$ cat src/sv/i2cra_pkg.sv
// shared types and constants for the i2c register access core
`default_nettype none
package i2cra_pkg;

  typedef enum logic [3:0] {
    PH_IDLE = 4'd0, PH_ST1 = 4'd1, PH_ST2 = 4'd2, PH_TXL = 4'd3, PH_TXH = 4'd4,
    PH_AKL = 4'd5, PH_AKH = 4'd6, PH_POLL = 4'd7, PH_LOAD = 4'd8, PH_RXL = 4'd9,
    PH_RXH = 4'd10, PH_MAL = 4'd11, PH_MAH = 4'd12, PH_SP0 = 4'd13, PH_SP1 = 4'd14,
    PH_SP2 = 4'd15
  } phase_t;

  typedef enum logic [2:0] {
    SG_SLAVE = 3'd0, SG_REG = 3'd1, SG_WDATA = 3'd2, SG_RSLAVE = 3'd3, SG_RDATA = 3'd4
  } stage_t;

  typedef enum logic [1:0] {
    KIND_TICK = 2'd0, KIND_WRITE = 2'd1, KIND_READ = 2'd2, KIND_SPARE = 2'd3
  } kind_t;

  typedef enum logic [1:0] {
    ST_OK = 2'd0, ST_WRITE_NACK = 2'd1, ST_READ_NACK = 2'd2
  } status_t;

  localparam logic [1:0] CFG_EDGE_HOLD = 2'd0;
  localparam logic [1:0] CFG_HALF_BIT  = 2'd1;
  localparam logic [1:0] CFG_ACK_POLL  = 2'd2;

  localparam logic [7:0] EDGE_HOLD_RESET = 8'd4;
  localparam logic [7:0] HALF_BIT_RESET  = 8'd1;
  localparam logic [7:0] ACK_POLL_RESET  = 8'd250;

  typedef struct packed {
    logic       is_cmd;
    logic       is_read;
    logic [7:0] slave_byte;
    logic [7:0] reg_address;
    logic [8:0] length;
    logic [7:0] write_data;
    logic       sda;
  } tick_t;

  typedef struct packed {
    logic       scl_low;
    logic       sda_low;
    logic       busy;
    logic       data_request;
    logic [7:0] read_byte;
    logic       read_valid;
    logic       read_last;
    logic       done;
    logic [1:0] status;
  } result_t;

endpackage
`default_nettype wire

$ cat src/sv/i2cra_front.sv
// input stage: classifies a tick and clamps the transfer length
`default_nettype none
module i2cra_front #(
  parameter int LenW = 9,
  parameter int MaxLength = 256
) (
  input  wire logic                clk,
  input  wire logic                rst,
  input  wire logic                in_valid,
  output logic                     in_ready,
  input  wire logic [1:0]          kind,
  input  wire logic [7:0]          slave_byte,
  input  wire logic [7:0]          reg_address,
  input  wire logic [LenW-1:0]     transfer_length,
  input  wire logic [7:0]          write_data,
  input  wire logic                sda_in,
  output logic                     q_valid,
  input  wire logic                q_ready,
  output i2cra_pkg::tick_t         q_item
);

  // a limit above the widest length never clamps
  localparam int ClampLen = (MaxLength > ((1 << LenW) - 1)) ? ((1 << LenW) - 1) : MaxLength;
  localparam logic [LenW:0] MaxLen = (LenW+1)'(ClampLen);

  logic            full;
  i2cra_pkg::tick_t held;
  i2cra_pkg::tick_t cls;
  logic [LenW:0]   len_clamp;

  always_comb begin
    len_clamp = {1'b0, transfer_length};
    if (len_clamp == '0) len_clamp = (LenW+1)'(1);
    if (len_clamp > MaxLen) len_clamp = MaxLen;
    cls.is_cmd      = (kind == i2cra_pkg::KIND_WRITE) || (kind == i2cra_pkg::KIND_READ);
    cls.is_read     = (kind == i2cra_pkg::KIND_READ);
    cls.slave_byte  = slave_byte;
    cls.reg_address = reg_address;
    cls.length      = 9'(len_clamp);
    cls.write_data  = write_data;
    cls.sda         = sda_in;
  end

  assign in_ready = !full || q_ready;
  assign q_valid  = full;
  assign q_item   = held;

  always_ff @(posedge clk) begin
    if (rst) begin
      full <= 1'b0;
    end else if (in_ready) begin
      full <= in_valid;
    end
    if (in_ready && in_valid) held <= cls;
  end

endmodule
`default_nettype wire

$ cat src/sv/i2cra_back.sv
// bus sequencer: steps the i2c phases once per tick and registers the result
`default_nettype none
module i2cra_back (
  input  wire logic              clk,
  input  wire logic              rst,
  input  wire logic              q_valid,
  output logic                   q_ready,
  input  i2cra_pkg::tick_t       q_item,
  input  wire logic [7:0]        edge_hold,
  input  wire logic [7:0]        half_bit,
  input  wire logic [7:0]        poll_limit,
  output logic                   out_valid,
  input  wire logic              out_ready,
  output i2cra_pkg::result_t     res
);

  i2cra_pkg::phase_t phase, phase_next;
  i2cra_pkg::stage_t stage, stage_next;
  logic [3:0] bit_index, bit_index_next;
  logic [7:0] shift_byte, shift_byte_next;
  logic [8:0] bytes_left, bytes_left_next;
  logic [7:0] tick_count, tick_count_next;
  logic [7:0] ack_polls, ack_polls_next;
  logic       is_read, is_read_next;
  logic [7:0] held_slave, held_slave_next;
  logic [7:0] held_register, held_register_next;
  logic       failed, failed_next;
  i2cra_pkg::result_t r;
  i2cra_pkg::result_t res_next;
  logic       step;
  logic       hb_end, eh_end;
  logic [7:0] hb_d, eh_d;

  assign q_ready = !out_valid || out_ready;
  assign step    = q_valid && q_ready;
  assign hb_d    = (half_bit == 8'd0) ? 8'd1 : half_bit;
  assign eh_d    = (edge_hold == 8'd0) ? 8'd1 : edge_hold;
  assign hb_end  = ({1'b0, tick_count} + 9'd1) >= {1'b0, hb_d};
  assign eh_end  = ({1'b0, tick_count} + 9'd1) >= {1'b0, eh_d};

  // next state
  always_comb begin
    phase_next = phase; stage_next = stage; bit_index_next = bit_index;
    shift_byte_next = shift_byte; bytes_left_next = bytes_left;
    tick_count_next = tick_count; ack_polls_next = ack_polls; is_read_next = is_read;
    held_slave_next = held_slave; held_register_next = held_register;
    failed_next = failed;
    r = '0;
    case (phase)
      i2cra_pkg::PH_IDLE: begin
        if (q_item.is_cmd) begin
          is_read_next = q_item.is_read;
          held_slave_next = q_item.slave_byte;
          held_register_next = q_item.reg_address;
          bytes_left_next = q_item.length;
          stage_next = i2cra_pkg::SG_SLAVE;
          failed_next = 1'b0;
          bit_index_next = '0;
          tick_count_next = '0;
          phase_next = i2cra_pkg::PH_ST1;
        end
      end
      i2cra_pkg::PH_ST1: begin
        tick_count_next = eh_end ? 8'd0 : tick_count + 8'd1;
        if (eh_end) phase_next = i2cra_pkg::PH_ST2;
      end
      i2cra_pkg::PH_ST2: begin
        tick_count_next = eh_end ? 8'd0 : tick_count + 8'd1;
        if (eh_end) begin
          shift_byte_next = (stage == i2cra_pkg::SG_SLAVE) ? held_slave
                                                           : (held_slave | 8'h01);
          bit_index_next = '0;
          phase_next = i2cra_pkg::PH_TXL;
        end
      end
      i2cra_pkg::PH_TXL, i2cra_pkg::PH_AKL, i2cra_pkg::PH_RXL, i2cra_pkg::PH_MAL,
      i2cra_pkg::PH_SP0: begin
        tick_count_next = hb_end ? 8'd0 : tick_count + 8'd1;
        if (hb_end) begin
          case (phase)
            i2cra_pkg::PH_TXL: phase_next = i2cra_pkg::PH_TXH;
            i2cra_pkg::PH_AKL: phase_next = i2cra_pkg::PH_AKH;
            i2cra_pkg::PH_RXL: phase_next = i2cra_pkg::PH_RXH;
            i2cra_pkg::PH_MAL: phase_next = i2cra_pkg::PH_MAH;
            default:           phase_next = i2cra_pkg::PH_SP1;
          endcase
        end
      end
      i2cra_pkg::PH_TXH: begin
        tick_count_next = hb_end ? 8'd0 : tick_count + 8'd1;
        if (hb_end) begin
          shift_byte_next = {shift_byte[6:0], 1'b0};
          if (bit_index >= 4'd7) begin
            bit_index_next = '0;
            phase_next = i2cra_pkg::PH_AKL;
          end else begin
            bit_index_next = bit_index + 4'd1;
            phase_next = i2cra_pkg::PH_TXL;
          end
        end
      end
      i2cra_pkg::PH_AKH: begin
        tick_count_next = hb_end ? 8'd0 : tick_count + 8'd1;
        if (hb_end) begin
          ack_polls_next = '0;
          phase_next = i2cra_pkg::PH_POLL;
        end
      end
      i2cra_pkg::PH_POLL: begin
        if (!q_item.sda) begin
          tick_count_next = '0;
          case (stage)
            i2cra_pkg::SG_SLAVE: begin
              shift_byte_next = held_register;
              bit_index_next = '0;
              stage_next = i2cra_pkg::SG_REG;
              phase_next = i2cra_pkg::PH_TXL;
            end
            i2cra_pkg::SG_REG: begin
              if (is_read) begin
                stage_next = i2cra_pkg::SG_RSLAVE;
                phase_next = i2cra_pkg::PH_ST1;
              end else begin
                stage_next = i2cra_pkg::SG_WDATA;
                r.data_request = 1'b1;
                phase_next = i2cra_pkg::PH_LOAD;
              end
            end
            i2cra_pkg::SG_WDATA: begin
              if (bytes_left > 9'd1) begin
                bytes_left_next = bytes_left - 9'd1;
                r.data_request = 1'b1;
                phase_next = i2cra_pkg::PH_LOAD;
              end else begin
                bytes_left_next = '0;
                phase_next = i2cra_pkg::PH_SP0;
              end
            end
            default: begin
              stage_next = i2cra_pkg::SG_RDATA;
              shift_byte_next = '0;
              bit_index_next = '0;
              phase_next = i2cra_pkg::PH_RXL;
            end
          endcase
        end else if (ack_polls >= poll_limit) begin
          failed_next = 1'b1;
          tick_count_next = '0;
          phase_next = i2cra_pkg::PH_SP0;
        end else begin
          ack_polls_next = ack_polls + 8'd1;
        end
      end
      i2cra_pkg::PH_LOAD: begin
        shift_byte_next = q_item.write_data;
        bit_index_next = '0;
        tick_count_next = '0;
        phase_next = i2cra_pkg::PH_TXL;
      end
      i2cra_pkg::PH_RXH: begin
        if (tick_count == 8'd0) shift_byte_next = {shift_byte[6:0], q_item.sda};
        tick_count_next = hb_end ? 8'd0 : tick_count + 8'd1;
        if (hb_end) begin
          if (bit_index >= 4'd7) begin
            bit_index_next = '0;
            r.read_byte = shift_byte_next;
            r.read_valid = 1'b1;
            r.read_last = (bytes_left <= 9'd1);
            phase_next = i2cra_pkg::PH_MAL;
          end else begin
            bit_index_next = bit_index + 4'd1;
            phase_next = i2cra_pkg::PH_RXL;
          end
        end
      end
      i2cra_pkg::PH_MAH: begin
        tick_count_next = hb_end ? 8'd0 : tick_count + 8'd1;
        if (hb_end) begin
          if (bytes_left > 9'd1) begin
            bytes_left_next = bytes_left - 9'd1;
            shift_byte_next = '0;
            phase_next = i2cra_pkg::PH_RXL;
          end else begin
            phase_next = i2cra_pkg::PH_SP0;
          end
        end
      end
      i2cra_pkg::PH_SP1: begin
        tick_count_next = eh_end ? 8'd0 : tick_count + 8'd1;
        if (eh_end) phase_next = i2cra_pkg::PH_SP2;
      end
      i2cra_pkg::PH_SP2: begin
        tick_count_next = eh_end ? 8'd0 : tick_count + 8'd1;
        if (eh_end) begin
          r.done = 1'b1;
          r.status = !failed ? i2cra_pkg::ST_OK
                   : (is_read ? i2cra_pkg::ST_READ_NACK : i2cra_pkg::ST_WRITE_NACK);
          phase_next = i2cra_pkg::PH_IDLE;
        end
      end
      default: phase_next = i2cra_pkg::PH_IDLE;
    endcase
  end

  // line drives from the updated phase
  logic scl_d, sda_d;
  always_comb begin
    case (phase_next)
      i2cra_pkg::PH_ST2: begin scl_d = 1'b0; sda_d = 1'b1; end
      i2cra_pkg::PH_TXL: begin scl_d = 1'b1; sda_d = !shift_byte_next[7]; end
      i2cra_pkg::PH_TXH: begin scl_d = 1'b0; sda_d = !shift_byte_next[7]; end
      i2cra_pkg::PH_AKL, i2cra_pkg::PH_LOAD, i2cra_pkg::PH_RXL: begin
        scl_d = 1'b1; sda_d = 1'b0;
      end
      i2cra_pkg::PH_MAL: begin scl_d = 1'b1; sda_d = bytes_left_next > 9'd1; end
      i2cra_pkg::PH_MAH: begin scl_d = 1'b0; sda_d = bytes_left_next > 9'd1; end
      i2cra_pkg::PH_SP0: begin scl_d = 1'b1; sda_d = 1'b1; end
      i2cra_pkg::PH_SP1: begin scl_d = 1'b0; sda_d = 1'b1; end
      default:           begin scl_d = 1'b0; sda_d = 1'b0; end
    endcase
  end

  always_comb begin
    res_next = r;
    res_next.scl_low = scl_d;
    res_next.sda_low = sda_d;
    res_next.busy = (phase_next != i2cra_pkg::PH_IDLE);
  end

  always_ff @(posedge clk) begin
    if (rst) begin
      phase <= i2cra_pkg::PH_IDLE; stage <= i2cra_pkg::SG_SLAVE;
      bit_index <= '0; shift_byte <= '0; bytes_left <= '0; tick_count <= '0;
      ack_polls <= '0; is_read <= 1'b0; held_slave <= '0; held_register <= '0;
      failed <= 1'b0; out_valid <= 1'b0;
    end else begin
      if (q_ready) out_valid <= q_valid;
      if (step) begin
        phase <= phase_next; stage <= stage_next; bit_index <= bit_index_next;
        shift_byte <= shift_byte_next; bytes_left <= bytes_left_next;
        tick_count <= tick_count_next; ack_polls <= ack_polls_next;
        is_read <= is_read_next; held_slave <= held_slave_next;
        held_register <= held_register_next; failed <= failed_next;
      end
    end
    if (step) res <= res_next;
  end

`ifndef SYNTHESIS
  a_done_idle: assert property (@(posedge clk) disable iff (rst)
    step && r.done |=> phase == i2cra_pkg::PH_IDLE) else $error("done not idle");
  a_bit_range: assert property (@(posedge clk) disable iff (rst)
    bit_index <= 4'd7) else $error("bit index range");
  a_rx_one: assert property (@(posedge clk) disable iff (rst)
    !(r.read_valid && r.done)) else $error("read and done together");
  a_hold: assert property (@(posedge clk) disable iff (rst)
    !step |=> $stable(phase)) else $error("phase moved without item");
`endif

endmodule
`default_nettype wire

$ cat src/sv/i2c_master_register_access_core.sv
// top level of the i2c master register access core
`default_nettype none
// I2C master for register write and read transactions. Each accepted input item
// is one timing tick: it carries the sampled SDA level and, when idle, can start a
// command. Every item yields exactly one result item with the open-drain drives,
// status, data request and received byte. One item per clock is sustained; the
// flow stalls only when the output is held off. An item passes a one-entry input
// queue and then the sequencer's output register before its result appears.
module i2c_master_register_access_core #(
  parameter int MAX_LENGTH = 256
) (
  input  wire logic       clk,
  input  wire logic       rst,
  input  wire logic       cfg_we,
  input  wire logic [1:0] cfg_index,
  input  wire logic [7:0] cfg_data,
  input  wire logic       in_valid,
  output logic            in_ready,
  input  wire logic [1:0] kind,
  input  wire logic [7:0] slave_byte,
  input  wire logic [7:0] reg_address,
  input  wire logic [8:0] transfer_length,
  input  wire logic [7:0] write_data,
  input  wire logic       sda_in,
  output logic            out_valid,
  input  wire logic       out_ready,
  output logic            scl_low,
  output logic            sda_low,
  output logic            busy_res,
  output logic            data_request,
  output logic [7:0]      read_byte_out,
  output logic            read_valid,
  output logic            read_last,
  output logic            done_res,
  output logic [1:0]      status
);

  logic [7:0] edge_hold, half_bit, poll_limit;
  logic q_valid, q_ready;
  i2cra_pkg::tick_t q_item;
  i2cra_pkg::result_t res;

  always_ff @(posedge clk) begin
    if (rst) begin
      edge_hold  <= i2cra_pkg::EDGE_HOLD_RESET;
      half_bit   <= i2cra_pkg::HALF_BIT_RESET;
      poll_limit <= i2cra_pkg::ACK_POLL_RESET;
    end else if (cfg_we) begin
      case (cfg_index)
        i2cra_pkg::CFG_EDGE_HOLD: edge_hold  <= cfg_data;
        i2cra_pkg::CFG_HALF_BIT:  half_bit   <= cfg_data;
        i2cra_pkg::CFG_ACK_POLL:  poll_limit <= cfg_data;
        default: ;
      endcase
    end
  end

  i2cra_front #(.LenW(9), .MaxLength(MAX_LENGTH)) u_front (
    .clk, .rst, .in_valid, .in_ready, .kind, .slave_byte, .reg_address,
    .transfer_length, .write_data, .sda_in, .q_valid, .q_ready, .q_item
  );

  i2cra_back u_back (
    .clk, .rst, .q_valid, .q_ready, .q_item, .edge_hold, .half_bit, .poll_limit,
    .out_valid, .out_ready, .res
  );

  assign scl_low       = res.scl_low;
  assign sda_low       = res.sda_low;
  assign busy_res      = res.busy;
  assign data_request  = res.data_request;
  assign read_byte_out = res.read_byte;
  assign read_valid    = res.read_valid;
  assign read_last     = res.read_last;
  assign done_res      = res.done;
  assign status        = res.status;

endmodule
`default_nettype wire

$ cat config.mk
export PLATFORM = sky130hd
export DESIGN_NAME = i2c_master_register_access_core
export DESIGN_NICKNAME = d
export VERILOG_FILES = /design/src/sv/i2cra_pkg.sv /design/src/sv/i2cra_front.sv /design/src/sv/i2cra_back.sv /design/src/sv/i2c_master_register_access_core.sv
export SDC_FILE = /design/constraint.sdc
export NUM_CORES = 1
export LEC_CHECK = 0
export BUFFER_PORTS_ARGS = -buffer_cell sky130_fd_sc_hd__clkbuf_2
export CAP_MARGIN = 0
export CORE_MARGIN = 2
export CORE_UTILIZATION = 53
export CTS_CLUSTER_DIAMETER = 50
export DETAILED_ROUTE_END_ITERATION = 10
export HOLD_SLACK_MARGIN = 0.08
export PLACE_DENSITY = 0.73
export REMOVE_ABC_BUFFERS = 1
export SETUP_SLACK_MARGIN = 0.4
export SLEW_MARGIN = 20
export SYNTH_ARGS = -nofsm -noshare
export SYNTH_HDL_FRONTEND = slang
export SYNTH_HIERARCHICAL = 1
export SYNTH_SLANG_ARGS = --single-unit
export TNS_END_PERCENT = 100
$ cat constraint.sdc
create_clock -name clk -period 5.25 [get_ports clk]
set_input_delay 0 -clock clk [delete_from_list [all_inputs] [get_ports clk]]
set_output_delay 0 -clock clk [all_outputs]
set_load 0.01 [all_outputs]
==> run metrics <==
mean area per synthesized cell 8.91 µm²; Routed Antenna Nets 0; Clk Tree Root Cell clkbuf_16; synthesized cell area 0.00790 mm²; crit-path max cell delay 0.44 ns; Worst EP required 5.41 ns; area delta synth->final 19.6%; initial antenna violation count 0; Synth Instances 887; die height 126 µm; H-tree depth 4; Critical Path Sink Type flop; outcome finished clean; critical-path maximum fanout 9; Setup WS pre-CTS 1.08 ns; hold path depth 2; worst r2r src u_back/tick_count[2]; initial drt markers 854; vias in the first global route 6,600; CP most frequent cell and3_1; Max transition margin 36.7%; dominant synthesized flop cell dfxtp_1; Std-Cell Rows 44; Clock Pin Slew Worst Setup and Hold Paths 0.07 ns; Pwr Total 2.85 mW; clock insertion delay at the later pin of the skew report 0.44 ns; WL final 20.5 mm; Worst-Margin Slew 0.949 ns; ANT cells 0; clk_skew 0.0135 ns; total core area 0.0145 mm²; share of synthesized registers carrying an async set or reset 0%; Cells after DPL 1,096; Worst Setup Start Kind flop; RR Endpoint u_back/res[15]; synthesis-stage register bit count 141; WP data arrival 4.42 ns; chip width 126 µm; Synth Area in Compound Gates 17.8%; final hold violation count 0; ratio of cells with drive above 1 in the final layout 13.9%; Fillers 1,201; Flop pwr share 42.7%; all-layer global routing usage 26.3%; largest net degree at the start of global routing 98; CP startpoint u_back/tick_count[2]; Switching Fraction 28.5%; RePlAce Congestion 0.947; leakage power 3.67 nW; Synth cell types 84; I/O Pins 70; internal power 2.04 mW; kind of critical path flop to flop; Switching Power 812 µW; first-pass GRT wire length 33.4 mm; Reg2Reg Depth 15; gr ovfl total 0; clock buffer depth 2; Synth Area in Adders 5.07%; Hold Path Class input port to flop; largest family of logic cells by synthesized area simple AND/OR/NAND/NOR gates; overall die area 0.0159 mm²; crit-path leading delay family simple AND/OR/NAND/NOR gates; Post-synth EDFFs 53; CTS buffer count 17; mux contribution to synthesized area 5.45%; Buf/Inv on CP 0; Crit-path slowest cell dfxtp_1; Seq/Total Area, Yosys 42.4%; r2r setup slk 0.99 ns; PortBufs 69; post_cts resized 0; min cycle time layout 4.26 ns; PD cells 302 mW/mm²; CP cell instances and3_1 -> and3_1 -> nand3_1 -> xnor2_1 -> ha_1 -> and3_1 -> nor2b_1 -> nor4_2 -> nand2_1 -> nor3_1 -> nor4b_2 -> nor2_1 -> and4b_1 -> o22ai_2 -> o221ai_2; Max-cap violations 0; hold slack 0.275 ns; hold_sp write_data[5]; worst vdd ir 0.000232 V; WL/cell 17.3 µm; drt drc 0; HPWL Detailed 12.7 mm; Combinational Power Share 15.0%; DRT Pass-1 Iters 6; Sinks on Clock Net 141; setup ws final 0.986 ns; setup TNS 0 ns; NumNets Final 1,071; CTS tree done; xor and xnor area share after synthesis 1.44%; setup violators final 0; unrepaired setup endpoints after global routing no; Hold Buf Count CTS 57; via count 7,049; Vias/cell 5.95; postcts setup bufs 0; Syn. warnings 6; Post-Layout Cell Count 1,185; Initial Util 54.4%; Fmax achieved 235 MHz; Synth Area in Simple Gates 23.0%; Hold Path End u_front/q_item[6]; clock power share 42.3%; Final Cycle Share 81.2%; Pins Over Slew Limit 0
state kept, by name (all words and copies together), names as in the netlist:
name and count:
u_front/q_item 36, u_back/is_read 1, u_back/bytes_left 9, u_back/shift_byte 8
u_back/stage 3, u_back/ack_polls 8, u_back/held_slave 8, u_back/phase 4
u_back/failed 1, poll_limit 8, u_back/held_register 8, half_bit 8
u_back/out_valid 1, edge_hold 8, u_back/tick_count 8, u_back/res 17
u_back/bit_index 4, u_front/q_valid 1
power by group through the flow:
stage	Combinational (mW)	Sequential, mW	Clock (mW)
3_3_place_gp	0.376	1.24	0
2_1_floorplan	0.258	1.24	0
5_1_grt	0.466	1.22	1.27
4_1_cts	0.413	1.22	1.21
6_report	0.426	1.22	1.21
3_5_place_dp	0.377	1.24	0
synthesized netlist by cell type, drive strengths merged, types with 4 or more instances:
master,number,area (µm²)
a211oi,10,80.1
inv,41,156
nand3,17,103
clkbuf,31,116
edfxtp,53,1590
nand3b,6,45.0
nor2,97,379
o22ai,7,50.1
a31o,7,61.3
nor3,24,120
dfxtp,88,1760
xor2,10,87.6
o221ai,4,41.3
a21oi,79,399
and3,11,68.8
mux2i,43,430
nand4,11,68.8
a31oi,8,50.1
nand2b,37,231
nand2,106,398
a22oi,5,37.5
ha,32,400
buf,17,111
a2bb2oi,5,43.8
o21ai,32,164
o31ai,6,45.0
and2,6,37.5
nor4,7,71.3
or4,6,48.8
nor2b,15,93.8
a222oi,6,60.1
a21o,5,37.5
how the worst max path moves through the flow:
stage               cells after the start              to
finish                                 15  u_back/res[15]
global route                           15  u_back/res[15]
CTS                                    15  u_back/res[15]
detailed placement                     15  u_back/res[15]
global placement                       15  u_back/res[15]
floorplan                              15  u_back/res[15]
cell usage in the layout (no fill, tap or decap), types with 7 or more instances in the layout:
cell type,count
clkbuf_2,69
nand4_1,11
a21oi_1,78
edfxtp_1,53
nor3_1,23
nand3_1,15
and3_1,11
nand2_1,106
a31oi_1,8
nand2b_1,37
mux2i_1,43
o21ai_0,23
dlygate4sd3_1,57
a211oi_1,9
ha_1,32
dfxtp_1,88
inv_1,40
clkbuf_16,17
inv_6,7
nor2_1,93
a31o_2,7
nor2b_1,15
o21ai_1,8
xor2_1,10
per-stage QoR:
stage / utilization, % / cell area [µm²]
3_3_place_gp: 57.0 / 8290
2_1_floorplan: - / 7670
6_report: 65.0 / 9450
5_1_grt: 65.0 / 9450
4_1_cts: 65.0 / 9440
3_5_place_dp: 57.0 / 8290
per-layer routing:
metal	vias up	routed length [µm]	GRT usage, %
met5	-	0	0
met4	0	550	10.1
met3	53	1380	5.73
met2	313	9710	42.7
met1	3282	8860	34.4
li1	3401	-	-
final cells by class:
class	count	area [µm²]	share of cell area, %
inverter	41	156	1.66
multi-input combinational	657	4180	44.2
clock inverter	14	146	1.55
clock buffer	18	439	4.65
timing repair buffer	130	946	10.0
tap	184	230	2.44
sequential	141	3350	35.5
kinds of logic after synthesis:
family          count (synthesis)
buf+inv                        89
xor+xnor                       13
compound gates                211
simple gates                  358
mux                            43
flops                         141
fa+ha+maj                      32
Power figures use the tool's default switching activity.
